## src/sv/rpt_alarm_pkg.sv

```systemverilog
// Shared types, codes and digit helper functions for the repeating alarm block.
package rpt_alarm_pkg;

  localparam logic [1:0] ACT_CHECK = 2'd0;
  localparam logic [1:0] ACT_UP    = 2'd1;
  localparam logic [1:0] ACT_DOWN  = 2'd2;

  localparam logic [3:0] POS_HOUR_TENS  = 4'd3;
  localparam logic [3:0] POS_HOUR_UNITS = 4'd4;
  localparam logic [3:0] POS_MIN_TENS   = 4'd6;
  localparam logic [3:0] POS_MIN_UNITS  = 4'd7;
  localparam logic [3:0] POS_REP_TENS   = 4'd9;
  localparam logic [3:0] POS_REP_UNITS  = 4'd10;
  localparam logic [3:0] POS_INT_TENS   = 4'd13;
  localparam logic [3:0] POS_INT_UNITS  = 4'd14;

  localparam logic [10:0] MINUTES_PER_HOUR = 11'd60;
  localparam logic [10:0] MINUTES_PER_DAY  = 11'd1440;
  localparam logic [4:0]  HOUR_MAX         = 5'd23;
  localparam logic [5:0]  MINUTE_MAX       = 6'd59;
  localparam logic [3:0]  MIN_TOP_TENS     = 4'd5;
  localparam logic [3:0]  DEC_TOP_TENS     = 4'd9;

  typedef struct packed {
    logic [4:0] hour;
    logic [5:0] minute;
    logic [6:0] repeats;
    logic [6:0] interval;
  } alarm_set_t;

  typedef struct packed {
    logic       start;
    logic [4:0] now_hour;
    logic [5:0] now_minute;
  } scan_ctl_t;

  typedef struct packed {
    logic done;
    logic found;
  } scan_sts_t;

  // Tens digit of a value below 128, by multiplication with a reciprocal.
  function automatic logic [3:0] div10(input logic [6:0] v);
    logic [17:0] p;
    p = 18'(v) * 18'd205;
    return p[14:11];
  endfunction

  function automatic logic [3:0] units_of(input logic [6:0] v);
    logic [6:0] t10;
    t10 = 7'(div10(v)) * 7'd10;
    return 4'(v - t10);
  endfunction

  function automatic logic [6:0] tens_up(input logic [6:0] v, input logic [3:0] top);
    logic [6:0] sub;
    sub = 7'(top) * 7'd10;
    return (div10(v) >= top) ? 7'(v - sub) : 7'(v + 7'd10);
  endfunction

  function automatic logic [6:0] tens_down(input logic [6:0] v, input logic [3:0] top);
    logic [6:0] add;
    add = 7'(top) * 7'd10;
    return (v < 7'd10) ? 7'(v + add) : 7'(v - 7'd10);
  endfunction

  function automatic logic [6:0] units_up(input logic [6:0] v);
    return (units_of(v) == 4'd9) ? 7'(v - 7'd9) : 7'(v + 7'd1);
  endfunction

  function automatic logic [6:0] units_down(input logic [6:0] v);
    return (units_of(v) == 4'd0) ? 7'(v + 7'd9) : 7'(v - 7'd1);
  endfunction

endpackage

```

## src/sv/rpt_alarm_edit.sv

```systemverilog
// Decimal digit editor that steps one digit of the alarm settings up or down.
module rpt_alarm_edit (
  input  logic [1:0]               action,
  input  logic [3:0]               digit_pos,
  input  rpt_alarm_pkg::alarm_set_t set_cur,
  output rpt_alarm_pkg::alarm_set_t set_nxt
);

  logic [6:0] hour7;

  assign hour7 = 7'(set_cur.hour);

  always_comb begin
    set_nxt = set_cur;
    if (action == rpt_alarm_pkg::ACT_UP) begin
      unique case (digit_pos)
        rpt_alarm_pkg::POS_HOUR_TENS: begin
          if (set_cur.hour >= 5'd20) begin
            set_nxt.hour = 5'(set_cur.hour - 5'd20);
          end else if (set_cur.hour > 5'd13) begin
            set_nxt.hour = 5'(set_cur.hour - 5'd10);
          end else begin
            set_nxt.hour = 5'(set_cur.hour + 5'd10);
          end
        end
        rpt_alarm_pkg::POS_HOUR_UNITS: begin
          set_nxt.hour = (set_cur.hour == rpt_alarm_pkg::HOUR_MAX) ? 5'd20 :
                         5'(rpt_alarm_pkg::units_up(hour7));
        end
        rpt_alarm_pkg::POS_MIN_TENS: begin
          set_nxt.minute = 6'(rpt_alarm_pkg::tens_up(7'(set_cur.minute),
                                                     rpt_alarm_pkg::MIN_TOP_TENS));
        end
        rpt_alarm_pkg::POS_MIN_UNITS: begin
          set_nxt.minute = 6'(rpt_alarm_pkg::units_up(7'(set_cur.minute)));
        end
        rpt_alarm_pkg::POS_REP_TENS: begin
          set_nxt.repeats = rpt_alarm_pkg::tens_up(set_cur.repeats,
                                                   rpt_alarm_pkg::DEC_TOP_TENS);
        end
        rpt_alarm_pkg::POS_REP_UNITS: begin
          set_nxt.repeats = rpt_alarm_pkg::units_up(set_cur.repeats);
        end
        rpt_alarm_pkg::POS_INT_TENS: begin
          set_nxt.interval = rpt_alarm_pkg::tens_up(set_cur.interval,
                                                    rpt_alarm_pkg::DEC_TOP_TENS);
        end
        rpt_alarm_pkg::POS_INT_UNITS: begin
          set_nxt.interval = rpt_alarm_pkg::units_up(set_cur.interval);
        end
        default: begin
          set_nxt = set_cur;
        end
      endcase
    end else if (action == rpt_alarm_pkg::ACT_DOWN) begin
      unique case (digit_pos)
        rpt_alarm_pkg::POS_HOUR_TENS: begin
          if (set_cur.hour < 5'd4) begin
            set_nxt.hour = 5'(set_cur.hour + 5'd20);
          end else if (set_cur.hour < 5'd10) begin
            set_nxt.hour = 5'(set_cur.hour + 5'd10);
          end else begin
            set_nxt.hour = 5'(set_cur.hour - 5'd10);
          end
        end
        rpt_alarm_pkg::POS_HOUR_UNITS: begin
          set_nxt.hour = (set_cur.hour == 5'd20) ? rpt_alarm_pkg::HOUR_MAX :
                         5'(rpt_alarm_pkg::units_down(hour7));
        end
        rpt_alarm_pkg::POS_MIN_TENS: begin
          set_nxt.minute = 6'(rpt_alarm_pkg::tens_down(7'(set_cur.minute),
                                                       rpt_alarm_pkg::MIN_TOP_TENS));
        end
        rpt_alarm_pkg::POS_MIN_UNITS: begin
          set_nxt.minute = 6'(rpt_alarm_pkg::units_down(7'(set_cur.minute)));
        end
        rpt_alarm_pkg::POS_REP_TENS: begin
          set_nxt.repeats = rpt_alarm_pkg::tens_down(set_cur.repeats,
                                                     rpt_alarm_pkg::DEC_TOP_TENS);
        end
        rpt_alarm_pkg::POS_REP_UNITS: begin
          set_nxt.repeats = rpt_alarm_pkg::units_down(set_cur.repeats);
        end
        rpt_alarm_pkg::POS_INT_TENS: begin
          set_nxt.interval = rpt_alarm_pkg::tens_down(set_cur.interval,
                                                      rpt_alarm_pkg::DEC_TOP_TENS);
        end
        rpt_alarm_pkg::POS_INT_UNITS: begin
          set_nxt.interval = rpt_alarm_pkg::units_down(set_cur.interval);
        end
        default: begin
          set_nxt = set_cur;
        end
      endcase
    end
  end

endmodule

```

## src/sv/rpt_alarm_scan.sv

```systemverilog
// Repetition scanner: one shared add-and-wrap step and one compare per cycle.
module rpt_alarm_scan (
  input  logic                      clk,
  input  logic                      rst_n,
  input  rpt_alarm_pkg::scan_ctl_t  ctl,
  input  rpt_alarm_pkg::alarm_set_t set_cur,
  output rpt_alarm_pkg::scan_sts_t  sts
);

  logic        busy_r,   busy_nxt;
  logic        done_r,   done_nxt;
  logic        found_r,  found_nxt;
  logic        now_ok_r, now_ok_nxt;
  logic [10:0] t_r,      t_nxt;
  logic [10:0] now_r,    now_nxt;
  logic [6:0]  cnt_r,    cnt_nxt;
  logic [11:0] t_sum;

  assign t_sum = 12'(t_r) + 12'(set_cur.interval);

  always_comb begin
    busy_nxt   = busy_r;
    done_nxt   = 1'b0;
    found_nxt  = found_r;
    now_ok_nxt = now_ok_r;
    t_nxt      = t_r;
    now_nxt    = now_r;
    cnt_nxt    = cnt_r;
    if (ctl.start) begin
      busy_nxt   = 1'b1;
      cnt_nxt    = 7'd0;
      t_nxt      = 11'(11'(set_cur.hour) * rpt_alarm_pkg::MINUTES_PER_HOUR) +
                   11'(set_cur.minute);
      now_nxt    = 11'(11'(ctl.now_hour) * rpt_alarm_pkg::MINUTES_PER_HOUR) +
                   11'(ctl.now_minute);
      now_ok_nxt = (ctl.now_hour <= rpt_alarm_pkg::HOUR_MAX) &&
                   (ctl.now_minute <= rpt_alarm_pkg::MINUTE_MAX);
    end else if (busy_r) begin
      if (cnt_r == set_cur.repeats) begin
        busy_nxt  = 1'b0;
        done_nxt  = 1'b1;
        found_nxt = 1'b0;
      end else if (now_ok_r && (t_r == now_r)) begin
        busy_nxt  = 1'b0;
        done_nxt  = 1'b1;
        found_nxt = 1'b1;
      end else begin
        cnt_nxt = 7'(cnt_r + 7'd1);
        t_nxt   = (t_sum >= 12'(rpt_alarm_pkg::MINUTES_PER_DAY)) ?
                  11'(t_sum - 12'(rpt_alarm_pkg::MINUTES_PER_DAY)) : 11'(t_sum);
      end
    end
  end

  always_ff @(posedge clk) begin
    if (!rst_n) begin
      busy_r  <= 1'b0;
      done_r  <= 1'b0;
      found_r <= 1'b0;
    end else begin
      busy_r  <= busy_nxt;
      done_r  <= done_nxt;
      found_r <= found_nxt;
    end
    now_ok_r <= now_ok_nxt;
    t_r      <= t_nxt;
    now_r    <= now_nxt;
    cnt_r    <= cnt_nxt;
  end

  assign sts.done  = done_r;
  assign sts.found = found_r;

endmodule

```

## src/sv/repeating_alarm_with_digit_editor_top.sv

```systemverilog
// Top level of the repeating alarm with digit editor: handshake, settings and result register.
//
//  Channel | Direction | Beat contents
//  in_     | slave     | tuser: action; tdata: digit_pos, now_hour, now_minute
//  out_    | master    | tdata: alarm_on, alarm_hour, alarm_minute, repeat_count, interval_minutes
//
// An edit beat writes the new settings on acceptance; its result is registered once the output is free.
// A check beat is answered once the scanner is done; the scanner steps through one
// repetition per cycle and stops at the first match.
// Synchronous active-low reset returns the settings to 00:00, no repeats, interval 1.
// A new beat is accepted while the previous result waits in the output register.
module repeating_alarm_with_digit_editor_top (
  input  logic        clk,
  input  logic        rst_n,
  input  logic        in_tvalid,
  output logic        in_tready,
  input  logic [15:0] in_tdata,  // digit_pos[3:0], now_hour[8:4], now_minute[14:9]
  input  logic [1:0]  in_tuser,  // action[1:0]
  output logic        out_tvalid,
  input  logic        out_tready,
  output logic [31:0] out_tdata  // alarm_on[0], alarm_hour[5:1], alarm_minute[11:6],
                                 // repeat_count[18:12], interval_minutes[25:19]
);

  typedef enum logic [2:0] {
    ST_IDLE = 3'b001,
    ST_SCAN = 3'b010,
    ST_DONE = 3'b100
  } state_t;

  state_t                    state_r,   state_nxt;
  rpt_alarm_pkg::alarm_set_t set_r,     set_nxt;
  logic                      ringing_r, ringing_nxt;
  logic                      out_valid_r, out_valid_nxt;
  logic [31:0]               out_data_r,  out_data_nxt;

  rpt_alarm_pkg::alarm_set_t edit_set;
  rpt_alarm_pkg::scan_ctl_t  scan_ctl;
  rpt_alarm_pkg::scan_sts_t  scan_sts;
  logic                      in_fire;
  logic                      out_free;
  logic                      is_check;

  assign in_tready = (state_r == ST_IDLE);
  assign in_fire   = in_tvalid && in_tready;
  assign out_free  = !out_valid_r || out_tready;
  assign is_check  = (in_tuser == rpt_alarm_pkg::ACT_CHECK);

  rpt_alarm_edit u_edit (
    .action    (in_tuser),
    .digit_pos (in_tdata[3:0]),
    .set_cur   (set_r),
    .set_nxt   (edit_set)
  );

  assign scan_ctl.start      = in_fire && is_check;
  assign scan_ctl.now_hour   = in_tdata[8:4];
  assign scan_ctl.now_minute = in_tdata[14:9];

  rpt_alarm_scan u_scan (
    .clk     (clk),
    .rst_n   (rst_n),
    .ctl     (scan_ctl),
    .set_cur (set_r),
    .sts     (scan_sts)
  );

  always_comb begin
    state_nxt     = state_r;
    set_nxt       = set_r;
    ringing_nxt   = ringing_r;
    out_valid_nxt = out_valid_r;
    out_data_nxt  = out_data_r;
    if (out_valid_r && out_tready) begin
      out_valid_nxt = 1'b0;
    end
    unique case (state_r)
      ST_IDLE: begin
        if (in_fire) begin
          if (is_check) begin
            state_nxt = ST_SCAN;
          end else begin
            set_nxt   = edit_set;
            state_nxt = ST_DONE;
          end
        end
      end
      ST_SCAN: begin
        if (scan_sts.done) begin
          ringing_nxt = scan_sts.found;
          state_nxt   = ST_DONE;
        end
      end
      ST_DONE: begin
        if (out_free) begin
          out_valid_nxt = 1'b1;
          out_data_nxt  = {6'd0, set_r.interval, set_r.repeats, set_r.minute,
                           set_r.hour, ringing_r};
          state_nxt     = ST_IDLE;
        end
      end
      default: begin
        state_nxt = ST_IDLE;
      end
    endcase
  end

  always_ff @(posedge clk) begin
    if (!rst_n) begin
      state_r        <= ST_IDLE;
      set_r.hour     <= 5'd0;
      set_r.minute   <= 6'd0;
      set_r.repeats  <= 7'd0;
      set_r.interval <= 7'd1;
      ringing_r      <= 1'b0;
      out_valid_r    <= 1'b0;
    end else begin
      state_r     <= state_nxt;
      set_r       <= set_nxt;
      ringing_r   <= ringing_nxt;
      out_valid_r <= out_valid_nxt;
    end
    out_data_r <= out_data_nxt;
  end

  assign out_tvalid = out_valid_r;
  assign out_tdata  = out_data_r;

endmodule
```

## config.mk

```make
export PLATFORM = sky130hd
export DESIGN_NAME = repeating_alarm_with_digit_editor_top
export DESIGN_NICKNAME = d
export VERILOG_FILES = /design/src/sv/rpt_alarm_pkg.sv /design/src/sv/rpt_alarm_edit.sv /design/src/sv/rpt_alarm_scan.sv /design/src/sv/repeating_alarm_with_digit_editor_top.sv
export SDC_FILE = /design/constraint.sdc
export NUM_CORES = 1
export LEC_CHECK = 0
export BUFFER_PORTS_ARGS = -buffer_cell sky130_fd_sc_hd__buf_2
export CELL_PAD_IN_SITES_DETAIL_PLACEMENT = 1
export CELL_PAD_IN_SITES_GLOBAL_PLACEMENT = 1
export CORE_UTILIZATION = 54
export CTS_CLUSTER_DIAMETER = 50
export DETAILED_ROUTE_END_ITERATION = 10
export PLACE_DENSITY_LB_ADDON = 0.1
export SLEW_MARGIN = 20
export SYNTH_ARGS = -nofsm -noshare
export SYNTH_HDL_FRONTEND = slang
export SYNTH_HIERARCHICAL = 1
export SYNTH_SLANG_ARGS = --single-unit
```

## constraint.sdc

```tcl
create_clock -name clk -period 11.6 [get_ports clk]
set_input_delay 1.16 -clock clk [delete_from_list [all_inputs] [get_ports clk]]
set_output_delay 1.16 -clock clk [all_outputs]
set_load 0.01 [all_outputs]
```

==> impl_metrics.toml, run 1 <==
[outcome]
outcome = "complete, no violations"

[logic_synthesis]
async_reset_ff_share_pct = 0
synth.ff_latch_count = 89
synth_commonest_cells = "ha_1 (230), inv_1 (148), nand2_1 (127), a21oi_1 (88), xnor2_1 (87)"
ys_warn_count = 6
synth.cell_area_sq_um = 12800
ys_seq_area_share_pct = 17.74
synth_cell_types = 98
yosys.area.top_type = "ha_1"
yosys-top-cells-area = "ha_1 (22%), edfxtp_1 (11%), fa_1 (8.8%)"
synth_edf_count = 49
synthCells = 1453
avgSynthCellArea_sq_um = 8.813
yosysMostFrequentCell = "ha_1"
synthFlopType = "edfxtp_1"
netlist.area_leader.share_pct = 22.47

[drt]
vias = 10750
first_pass_iters = 5
wl_microns = 35430
drt-initial-drc-count = 644
ant_nets = 0
drcViolationCount = 0
via_per_inst = 5.962
detail_route.wl_per_cell_microns = 19.65

[pwr]
p_per_area_nw_per_um2 = 75.21
switching_power_uw = 359.3
ir_drop_mv = 0.06214
p_leak_nw = 6.602
power_frac_seq_pct = 36.8
swShare_pct = 35.10
p_int_uw = 664.3
combPwrFrac_pct = 34.8
pwr-share-clk_pct = 28.4

[clocking]
cts_hold_buf = 0
post_cts_resize_count = 0
clk_pin_slew_ps = 70
cts-root-buf = "clkbuf_16"
clock_tree.buffer_depth = 2
cts_tree = "done"
clk-insertion-delay-late_ps = 350
cts_inserted_buffers = 9
cts_setup_buffers = 0
htree_num_levels = 3
cts.sinks = 89

[hold_path]
holdCritStartpoint = "ringing_r"
min_to = "out_tdata[0]"
hold_class = "reg -> reg"
holdPathStages = 0

[critical_path]
crit_buf_inv = 3
cp.required_ps = 11880
cpLargestDelayFamily = "adder cells"
cp_max_fo = 15
endpoint_kind = "flip-flop"
max_stage_delay_ps = 780
path_class = "reg -> reg"
worstSetupStartpointType = "flip-flop"
cpMaxStageDelayCell = "dfxtp_1"
rr_endpoint = "set_r[13]"
critPathArrivalTime_ps = 8430
reg2reg_from = "set_r[11]"
reg2reg_depth = 30
reg2reg_slack_ps = 3450

[die]
die-width_microns = 156.0
rows = 55
fp.coreArea_sq_um = 22920
io_pins = 56
start_util_pct = 55.88
fp.dieH_microns = 156.0
dieArea_sq_um = 24330

[timing]
min_period_ps = 8152
rsz0062_at_grt = "false"
fmaxAchievable_mhz = 122.7
post-route-period-util_pct = 70.27
worst_pin_slew_ps = 1218
hold_viol = 0
relSlewSlack_pct = 18.49
finalClockSkew_ps = 10.87
finalSetupTns_ps = 0
maxSlewViolCount = 0
finalSetupViolCount = 0

[grt]
grt_pass1_wl_microns = 57660
antenna_found_initial = 0
grt_pass1_vias = 11350
grt.overflow.total = 0
track_usage_pct = 29.94
grt_start_max_net_pins = 59

[place]
hpwl_microns = 27300
port_buffers = 48
placed_area_sq_um = 13320
gp_congestion = 0.8794

[final_layout]
antenna-diode-count = 0
layout.nets = 1793
drive_gt1_share_pct = 7.651
final_area_sq_um = 13610
area_growth_pct = 6.293

[flow_run]
drv_cap = 0
-- placed cells by master, fill, tap and decap left out, types with 23 or more instances in the layout --
| cell type | instances |
|---|---|
| inv_1 | 148 |
| ha_1 | 230 |
| a21oi_1 | 88 |
| mux2i_1 | 38 |
| nor3_1 | 33 |
| fa_1 | 56 |
| o21ai_0 | 56 |
| xor2_1 | 38 |
| edfxtp_1 | 49 |
| a21o_1 | 33 |
| nor2_1 | 82 |
| nand3_1 | 23 |
| buf_2 | 48 |
| dfxtp_1 | 40 |
| xnor2_1 | 87 |
| nand2_1 | 127 |
| nor2b_1 | 24 |
-- logic make-up (layout without fill, tap and decap cells) --
logic type	count (synthesis)	in the layout	synth area share (%)
buffers and inverters	198	230	6.381
flip-flops	89	89	17.74
adder cells (fa/ha/maj)	286	286	31.23
AND/OR/NAND/NOR	382	382	14.86
AO/OA/AOI/OAI	330	330	17.79
other	1	6	0.02929
XOR/XNOR	126	126	8.726
multiplexers	41	41	3.234
-- per-layer routing --
| metal | track usage [%] | up-vias | wire length [microns] |
|---|---|---|---|
| li1 | - | 5196 | - |
| met2 | 53.21 | 207 | 17510 |
| met3 | 4.611 | 48 | 1303 |
| met1 | 37.70 | 5298 | 15980 |
| met5 | 0 | - | 0 |
| met4 | 7.376 | 0 | 641 |
-- worst max path at each step --
| stage | cells after the start | end | from | slack, ps |
|---|---|---|---|---|
| 2_1_floorplan | 30 | set_r[13] | set_r[11] | 4500 |
| 3_3_place_gp | 30 | set_r[13] | set_r[11] | 3690 |
| 3_5_place_dp | 30 | set_r[13] | set_r[11] | 3430 |
| 4_1_cts | 30 | set_r[13] | set_r[11] | 3440 |
| 5_1_grt | 30 | set_r[13] | set_r[11] | 2940 |
| 6_report | 30 | set_r[13] | set_r[11] | 3450 |
-- worst register-to-register path: cells and delay by family, from the launching register on --
| family | cells | cell delay, ps |
|---|---|---|
| buffers and inverters | 3 | 440 |
| and+or+nand+nor | 6 | 1210 |
| xor gates and xnor gates | 3 | 490 |
| muxes | 1 | 160 |
| DFF | 1 | 780 |
| adders and majority gates | 8 | 2940 |
| AOI/OAI and AO/OA | 9 | 2080 |
-- power by group through the flow --
stage | Clock, mW | Sequential (mW) | Combinational [mW]
floorplan | 0 | 0.376 | 0.266
global placement | 0 | 0.383 | 0.330
detailed placement | 0 | 0.384 | 0.350
global route | 0.307 | 0.379 | 0.392
CTS | 0.297 | 0.377 | 0.353
finish | 0.291 | 0.377 | 0.356
-- cell type report --
class | count | area (sq um)
timing repair buffer | 62 | 345.3
fill | 2726 | 9305
inverter | 152 | 571.8
multi-input combinational | 1171 | 9742
tap | 313 | 391.6
clock inverter | 6 | 58.81
clock buffer | 10 | 229.0
sequential | 89 | 2272
-- sequential cells by signal, indices dropped and copies added, names as in the netlist, 3 cells and up --
name,count
u_scan/now_r,11
out_tdata,26
u_scan/t_r,11
set_r,25
u_scan/cnt_r,7
state_r,3
-- per-stage QoR --
step                      cells  total power, mW  util [%]  setup slack, ps  hold WS [ps]
after floorplan            1458           0.6419         -             4499         408.1
after global placement     1787           0.7129     58.14             3688         481.7
after detailed placement   1787           0.7340     58.14             3431         479.7
after CTS                  1803            1.027     59.39             3443         495.1
after global routing       1803            1.077     59.39             2938         502.9
final                      1803            1.024     59.39             3448         496.2
No activity file was read; power rests on OpenSTA's default activity.
==> inputs of run 2 (changes only) <==
CORE_UTILIZATION = 45   (was 54)
clock period = 7.26 ns   (was 11.6 ns; I/O delays follow)
==> impl_metrics.toml, run 2 (same netlist as run 1, synthesis figures left out) <==
[outcome]
outcome = "complete, no violations"

[final_layout]
layout_commonest_cell = "ha_1"
layout.nets = 1836
drive_gt1_share_pct = 12.13
final_util_pct = 50.83
largest_reg_flops = 26
layout_common_cells = "ha_1 (225), inv_1 (148), nand2_1 (127)"
stdcell_count = 1911
antenna-diode-count = 0
area_growth_pct = 10.59
final_area_sq_um = 14160

[drt]
ant_nets = 0
via_per_inst = 5.689
detail_route.wl_per_cell_microns = 18.96
first_pass_iters = 5
wl_microns = 36240
drcViolationCount = 0
vias = 10870
drt-initial-drc-count = 440

[pwr]
power_mw = 1.670
ir_drop_mv = 0.1019
p_leak_nw = 6.821
p_per_area_nw_per_um2 = 117.9

[grt]
antenna_found_initial = 0
track_usage_pct = 25.49
grt_pass1_vias = 11380
grt_start_max_net_pins = 59
grt_pass1_wl_microns = 59170
grt.overflow.total = 0

[hold_path]
hold_class = "reg -> reg"
holdPathStages = 0

[die]
dieArea_sq_um = 29130
die-width_microns = 170.7
start_util_pct = 45.96
rows = 61
io_pins = 56
fp.dieH_microns = 170.7
fp.coreArea_sq_um = 27860

[timing]
post-route-period-util_pct = 97.91
hold_ws_ps = 438.7
hold_viol = 0
relSlewSlack_pct = 25.56
finalClockSkew_ps = 18.37
finalSetupViolCount = 0
fmaxAchievable_mhz = 140.7
maxSlewViolCount = 0
min_period_ps = 7108
worst_pin_slew_ps = 1114

[clocking]
clk-insertion-delay-late_ps = 360
clk_pin_slew_ps = 70
clock_tree.buffer_depth = 2
cts.sinks = 89
cts_tree = "done"
htree_num_levels = 3
cts-root-buf = "clkbuf_16"
cts_inserted_buffers = 9
cts_hold_buf = 0

[place]
hpwl_microns = 27900
placed_cells = 1888
gp_congestion = 0.8707
port_buffers = 48
placed_area_sq_um = 13680

[critical_path]
endpoint_kind = "flip-flop"
cp_max_fo = 4
cpMaxStageDelayCell = "fa_1"
cp.required_ps = 7550
path_class = "reg -> reg"
worstSetupStartpointType = "flip-flop"
max_stage_delay_ps = 510
reg2reg_depth = 33
critPathArrivalTime_ps = 7400

[flow_run]
drv_cap = 0
==> run 2: changes by cell type in the layout (fill, tap and decap cells not counted), sizes merged <==
| cell | previous run | this run |
|---|---|---|
| bufinv | 1 | 0 |
| buf | 62 | 105 |
| clkbuf | 10 | 11 |
| clkinv | 9 | 5 |
| inv | 148 | 152 |
==> run 2: worst max-delay path: cells and delay by family (launching register included) <==
family,cells,cell delay [ps]
AOI/OAI and AO/OA,9,2020
xor gates and xnor gates,3,510
adders and majority gates,8,2700
buffers and inverters,6,480
DFF,1,330
muxes,1,150
and+or+nand+nor,6,860
==> run 2: layout make-up <==
type,count,area (sq um)
Sequential cell,89,2280
Tap cell,378,473.0
Inverter,152,571.8
Timing Repair Buffer,105,668.1
Fill cell,3317,13700
Clock buffer,11,254.0
Multi-Input combinational cell,1171,9879
Clock inverter,5,35.03
==> run 2: repair_timing <==
action,4_1_cts,5_1_grt
gates cloned,0,0
endpoints found under the setup margin,1,7
setup buffers,1,6
resized for setup,4,23
pin swaps,3,17
==> run 2: routing by layer <==
layer / up-vias / global-route usage, % / routed length, microns
met5: - / 0 / 0
met4: 0 / 5.562 / 544
met3: 36 / 2.359 / 832
met2: 142 / 44.01 / 17570
met1: 5404 / 34.33 / 17290
li1: 5290 / - / -
==> run 2: report_power, final <==
part	internal (mW)	switching [mW]
Clock	0.256	0.226
Sequential	0.567	0.0249
Combinational	0.246	0.351
Total	1.07	0.601
==> run 2: per-stage QoR <==
stage	worst slack, ps	TNS, ps
floorplan	159.3	0
global placement	70.80	0
detailed placement	-89.48	-89.48
CTS	35.29	0
global route	-66.82	-77.00
finish	151.5	0
==> run 2: path summary, 6_finish.rpt <==
kind | from | to | slack, ps
max | set_r[9] | set_r[13] | 150
min | ringing_r | out_tdata[0] | 440
max reg2reg | set_r[9] | set_r[13] | 150
min reg2reg | ringing_r | out_tdata[0] | 440
==> inputs of run 3 (changes only) <==
CORE_UTILIZATION = 35   (was 45)
==> impl_metrics.toml, run 3 (same netlist as run 1, synthesis figures left out) <==
[place]
gp_congestion = 0.8206
dp_slack_ps = -90.23
hpwl_microns = 28450
placed_area_sq_um = 13820
port_buffers = 48
placed_cells = 1973

[timing]
relSlewSlack_pct = 29.00
worst_pin_slew_ps = 1061
rsz0062_at_grt = "true"
setup_slack_ps = 314.6
min_period_ps = 6945
post-route-period-util_pct = 95.67
finalSetupTns_ps = 0
finalClockSkew_ps = 9.435
hold_viol = 0
maxSlewViolCount = 0
finalSetupViolCount = 0
fmaxAchievable_mhz = 144.0
hold_ws_ps = 458.0

[final_layout]
layout_commonest_cell = "ha_1"
layout_common_cells = "ha_1 (222), inv_1 (147), nand2_1 (127)"
largest_reg_flops = 26
final_util_pct = 40.10
layout.nets = 1838
final_area_sq_um = 14330
stdcell_count = 1996
area_growth_pct = 11.94
drive_gt1_share_pct = 12.44
antenna-diode-count = 0
n_fill_cell = 4252

[critical_path]
crit_buf_inv = 3
worstSetupStartpointType = "flip-flop"
reg2reg_slack_ps = 310
cpMaxStageDelayCell = "fa_1"
reg2reg_from = "set_r[11]"
max_stage_delay_ps = 500
cp.required_ps = 7550
path_class = "reg -> reg"
endpoint_kind = "flip-flop"
cp_max_fo = 5
rr_endpoint = "set_r[13]"
reg2reg_depth = 30
critPathArrivalTime_ps = 7240
cpLargestDelayFamily = "adder cells"

[pwr]
p_leak_nw = 6.834
switching_power_uw = 614.6
power_frac_seq_pct = 35.5
p_per_area_nw_per_um2 = 116.3
pwr-share-clk_pct = 29.2
combPwrFrac_pct = 35.4
power_mw = 1.667
ir_drop_mv = 0.1102
p_int_mw = 1.052
swShare_pct = 36.88

[drt]
via_per_inst = 5.391
detail_route.wl_per_cell_microns = 18.37
drcViolationCount = 0
ant_nets = 0
first_pass_iters = 7
wl_microns = 36670
vias = 10760
drt-initial-drc-count = 502

[hold_path]
hold_class = "reg -> reg"
min_to = "out_tdata[0]"
holdPathStages = 0
holdCritStartpoint = "ringing_r"

[die]
fp.coreArea_sq_um = 35740
fp.dieH_microns = 193.3
start_util_pct = 35.83
dieArea_sq_um = 37350
die-width_microns = 193.3
io_pins = 56
rows = 69

[clocking]
cts.sinks = 89
clk_pin_slew_ps = 80
cts_hold_buf = 0
clock_tree.buffer_depth = 2
cts_inserted_buffers = 9
cts_tree = "done"
htree_num_levels = 3
clk-insertion-delay-late_ps = 370
cts-root-buf = "clkbuf_16"

[grt]
track_usage_pct = 19.92
antenna_found_initial = 0
grt_pass1_vias = 11140
grt.overflow.total = 0
grt_start_max_net_pins = 59
grt_pass1_wl_microns = 59660

[outcome]
outcome = "complete, no violations"

[flow_run]
drv_cap = 0
[run 3: power groups by stage]
stage	sequential, mW	clock, mW	combinational [mW]
finish	0.591	0.487	0.589
global route	0.595	0.523	0.663
CTS	0.591	0.507	0.588
detailed placement	0.603	0	0.581
global placement	0.602	0	0.567
floorplan	0.601	0	0.424
[run 3: area by class of cell]
type,count,area (sq um),area share (%)
Timing Repair Buffer,107,726.9,5.072
Tap cell,461,576.8,4.024
Clock buffer,9,225.2,1.571
Multi-Input combinational cell,1171,9896,69.04
Inverter,152,571.8,3.989
Sequential cell,89,2280,15.90
Clock inverter,7,57.56,0.4015
[run 3: repair_timing]
| item | CTS | global route |
|---|---|---|
| endpoints found under the hold margin | 0 | 0 |
| setup buffers | 3 | 3 |
| endpoints found under the setup margin | 2 | 7 |
| pin swaps | 3 | 19 |
| gates resized for setup | 3 | 29 |
[run 3: how the worst max path moves through the flow]
stage / from / end / cells after the start
floorplan: set_r[11] / set_r[13] / 30
global placement: set_r[11] / set_r[13] / 30
detailed placement: set_r[11] / set_r[13] / 30
CTS: set_r[11] / set_r[13] / 31
global route: set_r[9] / set_r[13] / 31
finish: set_r[11] / set_r[13] / 30
[run 3: per-layer routing]
metal  vias up  global-route usage (%)  part of all wire [%]
met2       109                   34.14                    48
met1      5345                   26.98                    48
li1       5286                       -                     -
met4         0                   4.385                   1.1
met3        21                   1.970                   2.0
met5         -                  0.2554                     0
